<file path="config.mk">
export PLATFORM = sky130hd
export DESIGN_NAME = tcs_front
export DESIGN_NICKNAME = d
export VERILOG_FILES = /design/src/design/tcs_pkg.sv /design/src/design/tcs_front.sv
export SDC_FILE = /design/constraint.sdc
export NUM_CORES = 2
export LEC_CHECK = 0
export ABC_AREA = 1
export BUFFER_PORTS_ARGS = -buffer_cell sky130_fd_sc_hd__buf_4
export CAP_MARGIN = 20
export CORE_UTILIZATION = 60
export CTS_CLUSTER_DIAMETER = 30
export DETAILED_ROUTE_END_ITERATION = 12
export GPL_ROUTABILITY_DRIVEN = 0
export PLACE_DENSITY = 0.85
export SYNTH_ARGS = -nofsm -noshare
export SYNTH_HDL_FRONTEND = slang
export SYNTH_SLANG_ARGS = --single-unit
</file>
<file path="constraint.sdc">
create_clock -name clk -period 13.5 [get_ports clk]
set_input_delay 2.7 -clock clk [delete_from_list [all_inputs] [get_ports clk]]
set_output_delay 2.7 -clock clk [all_outputs]
set_load 0.05 [all_outputs]
</file>
<file path="src/design/tcs_pkg.sv">
// Shared types and constants for the Taylor-series cosine and sine block.
// Holds the Q.40 formats, the angle constants and the reciprocal table.
// No dependencies.
package tcs_pkg;

	localparam int FRAC = 40;
	localparam int MAX_TERMS = 15;
	localparam int TERM_TABLE = 20;
	localparam int N_CELLS = (MAX_TERMS < TERM_TABLE) ? MAX_TERMS : TERM_TABLE;

	localparam int ANGLE_W = 32;
	localparam int ANG_FRAC = 28;
	localparam int ANG_SHIFT = FRAC - ANG_FRAC;
	localparam int X_W = 46;
	localparam int XM_W = 42;
	localparam int XMH_W = XM_W / 2;
	localparam int XSQ_W = 44;
	localparam int XH_W = XSQ_W / 2;
	localparam int MAG_W = 44;
	localparam int U_W = 47;
	localparam int RCP_W = 40;
	localparam int RH_W = RCP_W / 2;
	localparam int SUM_W = 46;
	localparam int VAL_W = 32;
	localparam int VAL_FRAC = 30;
	localparam int OUT_SHIFT = FRAC - VAL_FRAC;
	localparam int SH_W = SUM_W - OUT_SHIFT;
	localparam int R_W = VAL_FRAC + 1;

	localparam int FRONT_STAGES = 5;
	localparam int CELL_STAGES = 4;
	localparam int OUT_STAGES = 3;
	localparam int LATENCY = FRONT_STAGES + CELL_STAGES * N_CELLS + OUT_STAGES;

	localparam logic signed [X_W-1:0] PI_Q40 = X_W'(64'h3243F6A8886);
	localparam logic signed [X_W-1:0] TWO_PI_Q40 = X_W'(64'h6487ED5110B);
	localparam logic signed [X_W-1:0] HALF_PI_Q40 = X_W'(64'h1921FB54443);
	localparam logic signed [X_W-1:0] NEG_PI_Q40 = -PI_Q40;
	localparam logic signed [X_W-1:0] NEG_THREE_PI_Q40 = -PI_Q40 - TWO_PI_Q40;
	localparam logic signed [X_W-1:0] FOUR_PI_Q40 = TWO_PI_Q40 + TWO_PI_Q40;

	localparam logic [MAG_W-1:0] ONE_MAG = MAG_W'(1) << FRAC;
	localparam logic [SH_W-1:0] VAL_MAX = SH_W'(1) << VAL_FRAC;
	localparam logic LAST_NEG = ((N_CELLS % 2) == 1);

	localparam logic [63:0] RCP_ONE = 64'd1 << FRAC;

	localparam logic [RCP_W-1:0] RECIP_TAB [TERM_TABLE] = '{
		RCP_W'((RCP_ONE + 64'd1) / 64'd2),
		RCP_W'((RCP_ONE + 64'd6) / 64'd12),
		RCP_W'((RCP_ONE + 64'd15) / 64'd30),
		RCP_W'((RCP_ONE + 64'd28) / 64'd56),
		RCP_W'((RCP_ONE + 64'd45) / 64'd90),
		RCP_W'((RCP_ONE + 64'd66) / 64'd132),
		RCP_W'((RCP_ONE + 64'd91) / 64'd182),
		RCP_W'((RCP_ONE + 64'd120) / 64'd240),
		RCP_W'((RCP_ONE + 64'd153) / 64'd306),
		RCP_W'((RCP_ONE + 64'd190) / 64'd380),
		RCP_W'((RCP_ONE + 64'd231) / 64'd462),
		RCP_W'((RCP_ONE + 64'd276) / 64'd552),
		RCP_W'((RCP_ONE + 64'd325) / 64'd650),
		RCP_W'((RCP_ONE + 64'd378) / 64'd756),
		RCP_W'((RCP_ONE + 64'd435) / 64'd870),
		RCP_W'((RCP_ONE + 64'd496) / 64'd992),
		RCP_W'((RCP_ONE + 64'd561) / 64'd1122),
		RCP_W'((RCP_ONE + 64'd630) / 64'd1260),
		RCP_W'((RCP_ONE + 64'd703) / 64'd1406),
		RCP_W'((RCP_ONE + 64'd780) / 64'd1560)
	};

	typedef struct packed {
		logic vld;
		logic [XSQ_W-1:0] xsq;
		logic [MAG_W-1:0] mag;
		logic signed [SUM_W-1:0] sum;
	} link_t;

endpackage

</file>
<file path="src/design/tcs_front.sv">
// Front end: angle conversion, sine offset, range reduction and squaring.
// Five pipeline stages feeding the first series cell.
// Depends on tcs_pkg.
module tcs_front (
	input logic clk,
	input logic arst_n,
	input logic take,
	input logic signed [tcs_pkg::ANGLE_W-1:0] angle,
	input logic func,
	output tcs_pkg::link_t dout
);
	import tcs_pkg::*;

	logic v_s1, v_s2, v_s3, v_s4, v_s5;
	logic signed [X_W-1:0] x_s1, x_s2;
	logic [XM_W-1:0] xmag_s3;
	logic [XM_W+XMH_W-1:0] pa_s4, pb_s4;
	logic [2*XM_W-1:0] sq_full;
	logic [XSQ_W-1:0] xsq_s5;

	always_ff @(posedge clk or negedge arst_n) begin
		if (!arst_n) begin
			v_s1 <= 1'b0;
			v_s2 <= 1'b0;
			v_s3 <= 1'b0;
			v_s4 <= 1'b0;
			v_s5 <= 1'b0;
		end else begin
			v_s1 <= take;
			v_s2 <= v_s1;
			v_s3 <= v_s2;
			v_s4 <= v_s3;
			v_s5 <= v_s4;
		end
	end

	assign sq_full = {pb_s4, {XMH_W{1'b0}}} + {{XMH_W{1'b0}}, pa_s4};

	always_ff @(posedge clk) begin
		x_s1 <= (X_W'(angle) <<< ANG_SHIFT) - (func ? HALF_PI_Q40 : X_W'(0));
		if (x_s1 >= PI_Q40) begin
			x_s2 <= x_s1 - TWO_PI_Q40;
		end else if (x_s1 < NEG_THREE_PI_Q40) begin
			x_s2 <= x_s1 + FOUR_PI_Q40;
		end else if (x_s1 < NEG_PI_Q40) begin
			x_s2 <= x_s1 + TWO_PI_Q40;
		end else begin
			x_s2 <= x_s1;
		end
		xmag_s3 <= x_s2[X_W-1] ? XM_W'(-x_s2) : XM_W'(x_s2);
		pa_s4 <= (XM_W+XMH_W)'(xmag_s3) * (XM_W+XMH_W)'(xmag_s3[XMH_W-1:0]);
		pb_s4 <= (XM_W+XMH_W)'(xmag_s3) * (XM_W+XMH_W)'(xmag_s3[XM_W-1:XMH_W]);
		xsq_s5 <= sq_full[FRAC +: XSQ_W];
	end

	assign dout.vld = v_s5;
	assign dout.xsq = xsq_s5;
	assign dout.mag = ONE_MAG;
	assign dout.sum = '0;

endmodule

</file>
==> impl_metrics.ini <==
[placement]
placed_cells = 10469
portBuffers = 80
place_ws_ns = 6.327
dpl.hpwl_um = 162800

[synthesis]
synth_top_area_cell = fa_1
synth_async_sr_flop_share_pct = 1.832
ys.flop_type = dfxtp_1
synth_common_cells = inv_1 (2542), nand2_1 (2031), fa_1 (1370), nor2_1 (722), ha_1 (434)
netlist_area_sq_um = 68230
yosysMostFrequentCell = inv_1
synthCells = 9109
yosys_warnings = 0
yosysSeqAreaShare_pct = 8.047
syn_avg_cell_area_sq_um = 7.490
synth_enable_flop_cells = 0
synthTopCellsByArea = fa_1 (40%), inv_1 (14%), nand2_1 (11%)
synth_cell_types = 52
ys_seq_elements = 273
synth_top_cell_area_share_pct = 40.20

[global_route]
use_met1_pct = 43.28
grt_util_met3_pct = 12.21
grt_remaining_overflow = 0
top_usage_layer = met2
use_met2_pct = 57.68
grt_antenna_before_repair = 4
grt_pass1_wl_um = 328700
grt_pass1_vias = 63969
grt_max_degree = 45
grt_use_total_pct = 36.50

[worst_setup_path]
max_stage_delay_ns = 1.13
r2r-start = xmag_s3[25]
r2r_cells = 21
cp.arrival_ns = 8.00
crit_path_end_kind = register
crit_top_cell = fa_1
crit_slowest_cell = dfxtp_2
cp_max_fo = 43
crit_path_start_kind = register
cp_top_family = adder cells
cp_num_buf_inv = 5
ff2ff_setup_slack_ns = 6.04
crit_required_ns = 14.04
r2r_end = pb_s4[55]
crit_type = register to register
cp_cell_sequence = nand2_1 > fa_1 > inv_1 > fa_1 > inv_1 > fa_1 > inv_1 > fa_1 > fa_1 > fa_1 > inv_1 > fa_1 > inv_1 > ha_1 > a21oi_1 > o21ai_0 > a21boi_0 > o21ai_0 > a21oi_1 > nand2_1 > xor2_1

[cts]
cts_resized = 0
cts_made_buffers = 58
cts_tree = built
cts_hold_buf = 0
cts.sinks = 273
cts_root_buf = clkbuf_16
htree_levels = 2
clock_latency_ns = 0.67
post_cts_buffers = 0
clk_path_buf_depth = 3
path_clk_slew_ns = 0.05

[sta]
fin_crit_sh_pct = 55.23
maxSlewViolCount = 0
rsz0062_at_grt = no
finalSetupTns_ns = 0
fin_crit_ns = 7.456
tightest_slew_ns = 1.218
finalSetupViolCount = 0
hold_viol_final = 0
fmax_mhz = 134.1
fin_ws_ns = 6.044
skew_ns = 0.02676
slew_headroom_pct = 18.81

[die]
die_area_sq_um = 115100
die_h_um = 339.2
die_w_um = 339.2
ioPinCount = 171
num_rows = 123
core_sq_um = 112700
start_util_pct = 60.56

[finish]
fin_cells = 10582
areaGrowthSynthToFinish_pct = 5.073
layout-drive-gt1-share_pct = 3.414
finalNetCount = 10873
post-route-util_pct = 63.64

[route]
vias_per_cell = 5.686
drcViolationCount = 0
drt_iter0_drc = 7325
first_pass_iters = 12
via_count = 60165
wl_um = 205700
ant_nets = 0
wl_per_cell_um = 19.44

[job]
drv_cap = 0

[hold_path]
hp-start = v_s3
whs_endpoint = v_s4
whs_path_depth = 0
hp-class = register to register

[outcome]
status = finished clean
==> layout make-up <==
class,count,area [sq um]
Multi-Input combinational cell,6021,51720
Clock buffer,64,1505
Inverter,2555,9592
Timing Repair Buffer,124,965.9
Clock inverter,44,485.5
Sequential cell,273,5543
Tap cell,1500,1877
Antenna cell,1,2.502
Fill cell,9006,40970
==> metrics by stage <==
stage / hold slack, ns / cell area, sq um
after floorplan: 0.3308 / 68560
after global placement: 0.3366 / 69630
after global routing: 0.3643 / 71690
final: 0.3471 / 71690
after detailed placement: 0.3374 / 69630
after CTS: 0.3507 / 71620
==> worst max-delay path by stage <==
stage,from,to,cells past startpoint
final,xmag_s3[25],pb_s4[55],21
after global routing,xmag_s3[26],pb_s4[61],23
after CTS,xmag_s3[7],pa_s4[57],23
after detailed placement,xmag_s3[7],pa_s4[57],23
after global placement,xmag_s3[7],pa_s4[57],23
after floorplan,xmag_s3[29],pa_s4[57],24
==> logic make-up after synthesis <==
group | after synthesis | synth area share, %
flops | 273 | 8.047
simple gates | 3217 | 18.85
compound gates | 704 | 5.672
fa+ha+maj | 1804 | 48.16
xor+xnor | 204 | 2.619
other cells | 2 | 0.01101
buf+inv | 2905 | 16.65
==> sequential cells by signal, summed over array words and instances (netlist names) <==
signal	count
pa_s4	42
pb_s4	63
v_s1	1
v_s2	1
v_s3	1
v_s4	1
v_s5	1
x_s1	34
x_s2	43
xmag_s3	42
xsq_s5	44
==> layout by cell type, fill, tap and decap left out, types with 163 or more instances in the layout <==
cell type and n:
a21oi_1 338, dfxtp_1 226, fa_1 1370, ha_1 434, inv_1 2542, nand2_1 2031
nand3_1 271, nor2_1 722, o21ai_0 221, xor2_1 163
==> routing by layer <==
metal	vias up	wire length (um)
li1	26118	-
met3	1176	30210
met2	4541	90940
met1	28322	69590
met5	-	50
met4	8	14900
Power is left out: the tool's default activity adds up to more than one toggle a clock period on the data nets, which glitch-free logic cannot reach.
