===== src/design/tcs_pkg.sv =====
// Shared types and constants for the Taylor-series cosine and sine block.
// Holds the Q.40 formats, the angle constants and the reciprocal table.
// No dependencies.
package tcs_pkg;

	localparam int FRAC = 40;
	localparam int MAX_TERMS = 15;
	localparam int TERM_TABLE = 20;
	localparam int N_CELLS = (MAX_TERMS < TERM_TABLE) ? MAX_TERMS : TERM_TABLE;

	localparam int ANGLE_W = 32;
	localparam int ANG_FRAC = 28;
	localparam int ANG_SHIFT = FRAC - ANG_FRAC;
	localparam int X_W = 46;
	localparam int XM_W = 42;
	localparam int XMH_W = XM_W / 2;
	localparam int XSQ_W = 44;
	localparam int XH_W = XSQ_W / 2;
	localparam int MAG_W = 44;
	localparam int U_W = 47;
	localparam int RCP_W = 40;
	localparam int RH_W = RCP_W / 2;
	localparam int SUM_W = 46;
	localparam int VAL_W = 32;
	localparam int VAL_FRAC = 30;
	localparam int OUT_SHIFT = FRAC - VAL_FRAC;
	localparam int SH_W = SUM_W - OUT_SHIFT;
	localparam int R_W = VAL_FRAC + 1;

	localparam int FRONT_STAGES = 5;
	localparam int CELL_STAGES = 4;
	localparam int OUT_STAGES = 3;
	localparam int LATENCY = FRONT_STAGES + CELL_STAGES * N_CELLS + OUT_STAGES;

	localparam logic signed [X_W-1:0] PI_Q40 = X_W'(64'h3243F6A8886);
	localparam logic signed [X_W-1:0] TWO_PI_Q40 = X_W'(64'h6487ED5110B);
	localparam logic signed [X_W-1:0] HALF_PI_Q40 = X_W'(64'h1921FB54443);
	localparam logic signed [X_W-1:0] NEG_PI_Q40 = -PI_Q40;
	localparam logic signed [X_W-1:0] NEG_THREE_PI_Q40 = -PI_Q40 - TWO_PI_Q40;
	localparam logic signed [X_W-1:0] FOUR_PI_Q40 = TWO_PI_Q40 + TWO_PI_Q40;

	localparam logic [MAG_W-1:0] ONE_MAG = MAG_W'(1) << FRAC;
	localparam logic [SH_W-1:0] VAL_MAX = SH_W'(1) << VAL_FRAC;
	localparam logic LAST_NEG = ((N_CELLS % 2) == 1);

	localparam logic [63:0] RCP_ONE = 64'd1 << FRAC;

	localparam logic [RCP_W-1:0] RECIP_TAB [TERM_TABLE] = '{
		RCP_W'((RCP_ONE + 64'd1) / 64'd2),
		RCP_W'((RCP_ONE + 64'd6) / 64'd12),
		RCP_W'((RCP_ONE + 64'd15) / 64'd30),
		RCP_W'((RCP_ONE + 64'd28) / 64'd56),
		RCP_W'((RCP_ONE + 64'd45) / 64'd90),
		RCP_W'((RCP_ONE + 64'd66) / 64'd132),
		RCP_W'((RCP_ONE + 64'd91) / 64'd182),
		RCP_W'((RCP_ONE + 64'd120) / 64'd240),
		RCP_W'((RCP_ONE + 64'd153) / 64'd306),
		RCP_W'((RCP_ONE + 64'd190) / 64'd380),
		RCP_W'((RCP_ONE + 64'd231) / 64'd462),
		RCP_W'((RCP_ONE + 64'd276) / 64'd552),
		RCP_W'((RCP_ONE + 64'd325) / 64'd650),
		RCP_W'((RCP_ONE + 64'd378) / 64'd756),
		RCP_W'((RCP_ONE + 64'd435) / 64'd870),
		RCP_W'((RCP_ONE + 64'd496) / 64'd992),
		RCP_W'((RCP_ONE + 64'd561) / 64'd1122),
		RCP_W'((RCP_ONE + 64'd630) / 64'd1260),
		RCP_W'((RCP_ONE + 64'd703) / 64'd1406),
		RCP_W'((RCP_ONE + 64'd780) / 64'd1560)
	};

	typedef struct packed {
		logic vld;
		logic [XSQ_W-1:0] xsq;
		logic [MAG_W-1:0] mag;
		logic signed [SUM_W-1:0] sum;
	} link_t;

endpackage


===== src/design/tcs_out.sv =====
// Output stage: adds the last term, truncates Q.40 to Q1.30 toward zero
// and saturates to plus or minus one. Depends on tcs_pkg.
module tcs_out (
	input logic clk,
	input logic arst_n,
	input tcs_pkg::link_t din,
	output logic signed [tcs_pkg::VAL_W-1:0] value,
	output logic done
);
	import tcs_pkg::*;

	logic v_s1, v_s2, v_s3;
	logic signed [SUM_W-1:0] term;
	logic signed [SUM_W-1:0] s_s1;
	logic [SUM_W-1:0] s_abs;
	logic [SH_W-1:0] s_shift;
	logic [R_W-1:0] r_s2;
	logic neg_s2;
	logic signed [VAL_W-1:0] value_s3;

	always_ff @(posedge clk or negedge arst_n) begin
		if (!arst_n) begin
			v_s1 <= 1'b0;
			v_s2 <= 1'b0;
			v_s3 <= 1'b0;
		end else begin
			v_s1 <= din.vld;
			v_s2 <= v_s1;
			v_s3 <= v_s2;
		end
	end

	assign term = SUM_W'(din.mag);
	assign s_abs = s_s1[SUM_W-1] ? SUM_W'(-s_s1) : SUM_W'(s_s1);
	assign s_shift = s_abs[SUM_W-1:OUT_SHIFT];

	always_ff @(posedge clk) begin
		s_s1 <= LAST_NEG ? (din.sum - term) : (din.sum + term);
		r_s2 <= (s_shift > VAL_MAX) ? R_W'(VAL_MAX) : s_shift[R_W-1:0];
		neg_s2 <= s_s1[SUM_W-1];
		value_s3 <= neg_s2 ? -VAL_W'(r_s2) : VAL_W'(r_s2);
	end

	assign value = value_s3;
	assign done = v_s3;

endmodule


===== config.mk =====
export PLATFORM = sky130hd
export DESIGN_NAME = tcs_out
export DESIGN_NICKNAME = d
export VERILOG_FILES = /design/src/design/tcs_pkg.sv /design/src/design/tcs_out.sv
export SDC_FILE = /design/constraint.sdc
export NUM_CORES = 1
export LEC_CHECK = 0
export BUFFER_PORTS_ARGS = -buffer_cell sky130_fd_sc_hd__buf_2
export CORE_MARGIN = 2
export CORE_UTILIZATION = 49
export DETAILED_ROUTE_END_ITERATION = 8
export HOLD_SLACK_MARGIN = 0.08
export PLACE_DENSITY = 0.83
export SLEW_MARGIN = 20
export SYNTH_ARGS = -nofsm -noshare
export SYNTH_HDL_FRONTEND = slang
export SYNTH_SLANG_ARGS = --single-unit
export TNS_END_PERCENT = 1

===== constraint.sdc =====
create_clock -name clk -period 3.4 [get_ports clk]
set_input_delay 0.17 -clock clk [delete_from_list [all_inputs] [get_ports clk]]
set_output_delay 0.17 -clock clk [all_outputs]
set_load 0.1 [all_outputs]

==> summary.md <==
| Metric | Value |
|---|---|
| Syn Std Cell Area | `6730 um^2` |
| Peak VDD IR | `377 uV` |
| Slew margin rel. | `40.4%` |
| Clock Tree Buf Depth | `2` |
| Largest family of logic cells by synthesized area | `compound AO/OA/AOI/OAI gates` |
| Mean post-synth cell area | `8.60 um^2` |
| Crit-path max FO | `19` |
| Most common cell after layout, fill and taps aside | `buf_2` |
| RSZ-0062 raised after global routing | `yes` |
| Via-to-Cell Ratio | `5.32` |
| DRT antenna net count | `0` |
| Initial antenna violation count | `0` |
| Initial DRC Count | `354` |
| Required @ worst endpoint | `3730 ps` |
| Area leader, netlist | `dfxtp_1` |
| CTS clk-pin slew, worst paths | `50 ps` |
| Yosys cell types | `72` |
| Die area | `14700 um^2` |
| Final hold vios | `0` |
| Grt total ovfl | `0` |
| Tightest Pin Transition | `893 ps` |
| Area Overhead vs Synth | `24.9%` |
| Cell at the root of the clock tree | `clkbuf_16` |
| CTS buffer count | `17` |
| Number of synthesized flops with an enable pin | `0` |
| RD Place Congestion | `0.897` |
| Initial Util | `50.4%` |
| Max Slew Vio Count | `0` |
| Largest net degree at the start of global routing | `48` |
| CP startpoint kind | `register` |
| Status | `finished, violations left` |
| Die width | `121 um` |
| ANT cells | `0` |
| Synth area leaders | `dfxtp_1 33%, ha_1 8.4%, xnor2_1 7.9%` |
| Filler cells | `1166` |
| Max Clock Skew | `10.0 ps` |
| Lkg Pwr | `3.94 nW` |
| Synth Area in Simple Gates | `18.4%` |
| Net count, final | `1125` |
| Final worst setup slack | `-33.9 ps` |
| Post-DR wirelength/cell | `12.5 um` |
| Core Footprint | `13300 um^2` |
| First-pass GRT wire length | `24500 um` |
| Failing checks | `setup timing` |
| Commonest non-fill, non-tap cells in the layout | `125 x buf_2, 109 x dfxtp_1, 61 x xnor2_1, 60 x inv_1, 60 x nor2_1` |
| Pre-antenna DRT Iters | `5` |
| Share of Yosys cell area claimed by the top area cell type | `32.7%` |
| Synth Area in XOR/XNOR | `13.1%` |
| Critical path endpoint category | `register` |
| Cell Pwr Density | `688 nW/um^2` |
| Ys async rst share | `2.65%` |
| Ys flop type | `dfxtp_1` |
| CTS tree | `done` |
| Ports | `170` |
| H-tree depth | `4` |
| Fraction of the mapped netlist area in adder cells | `8.67%` |
| Global-route usage over all layers | `20.3%` |
| Worst-Skew Late Latency | `410 ps` |
| Pre-CTS setup slack | `-68.0 ps` |
| Dpl hpwl | `10800 um` |
| Net Count, Synth | `965` |
| Yosys warning count | `0` |
| Placement Rows | `42` |
| DRC Markers | `0` |
| Layout cells sized above 1 | `22.2%` |
| Critical path type | `register to register` |
| Max-cap violation count | `0` |
| Vias in the first global route | `5589` |
| Number of synthesized register bits | `113` |
| Fin crit share | `101%` |
| Arr. time, crit path | `3770 ps` |
| Total number of vias | `6015` |
| Port buffer count | `125` |
| Final setup fails | `9` |
| Multiplexer share of the synthesized area | `1.10%` |
| Worst Hold Class | `primary input to register` |
| Clock Sinks | `113` |
| Final Cell Area | `8410 um^2` |
| Period minus WS final | `3430 ps` |
| Synthesized instance count | `782` |
| Sequential-to-total area share from yosys stat | `33.8%` |
| Compound-Gate Fraction of Synth Area | `19.8%` |
| Placed inst area | `7710 um^2` |
| Max frequency | `291 MHz` |
| Chip Height | `121 um` |
| Wirelength, routed | `14100 um` |
-- synth_stat cells (9+ instances only) --
master	number
a21oi_1	49
nand2b_1	12
xnor2_1	61
o21ai_0	44
o21a_1	16
nand4_1	13
xor2_1	40
nor3_1	13
o31ai_1	12
inv_1	60
clkbuf_1	15
or4_1	12
a21o_1	18
nor2_1	60
ha_1	45
or3_1	14
dfxtp_1	110
nand2_1	51
nor2b_1	9
-- final timing paths --
check,from,end,slack [ps],cells after the start
min,din[0],s_s1[0]$_DFF_P_,110,4
max in group asynchronous,arst_n,done$_DFF_PN0_,2630,3
min reg2reg,v_s2$_DFF_PN0_,done$_DFF_PN0_,350,0
max,s_s1[18]$_DFF_P_,r_s2[1]$_SDFF_PN0_,-30,10
min in group asynchronous,arst_n,v_s1$_DFF_PN0_,630,3
max reg2reg,s_s1[18]$_DFF_P_,r_s2[1]$_SDFF_PN0_,-30,10
-- report_power, final --
part	total, mW	switching, mW	internal (mW)
logic	2.27	1.54	0.721
clock network	1.75	0.563	1.19
registers	1.77	0.178	1.59
total	5.79	2.29	3.50
-- stage by stage --
stage | setup TNS, ps | instances | utilization, % | power (mW) | hold WS (ps)
3_5_place_dp | -794 | 1091 | 57.7 | 4.02 | -29.8
3_3_place_gp | 0 | 1091 | 57.7 | 3.98 | -33.2
6_report | -164 | 1131 | 63.0 | 5.79 | 111
2_1_floorplan | -237 | 782 | - | 3.55 | -126
4_1_cts | -1060 | 1129 | 62.7 | 5.80 | 80.1
5_1_grt | -2760 | 1131 | 63.0 | 6.10 | 118
-- per-layer routing --
layer | GRT usage [%] | part of all wire (%)
met1 | 26.8 | 48
met4 | 8.55 | 2.3
met5 | 0 | 0
met2 | 32.0 | 44
met3 | 4.46 | 5.8
-- registers in the layout (all words and copies together) (netlist names) --
name	cells
s_s1	46
v_s2	1
v_s1	1
value	32
done	1
r_s2	31
neg_s2	1
-- kinds of logic (layout without fill, tap and decap cells) --
kind of cell             count (synthesis)  in the layout
buffers and inverters                   83            256
flip-flops                             113            113
AO/OA/AOI/OAI                          200            200
AND/OR/NAND/NOR                        232            232
adder cells (fa/ha/maj)                 46             46
multiplexers                             7              7
XOR/XNOR                               101            101
-- critical path, cell delays in order (launching register included) --
cell     delay, ps
dfxtp_2        320
or4_4          540
or4_4          460
or3_4          390
nor3_4         150
xor2_1         180
a41oi_1        140
or4_1          530
o41a_1         360
buf_12         170
nor2_1         110
-- repair_timing --
item	4_1_cts	5_1_grt
pin swaps	9	4
buffers inserted	1	2
hold buffers	5	0
hold endpoints to repair	6	0
gates resized for setup	3	6
endpoints found under the setup margin	20	24
-- layout make-up --
cell class	instances	area [um^2]	area share (%)
sequential	113	2280	27.1
tap	176	220	2.62
multi-input combinational	586	4140	49.2
clock inverter	9	131	1.56
timing repair buffer	164	943	11.2
inverter	60	225	2.68
clock buffer	23	468	5.57
Note: power is estimated with default switching activity, not from simulation.
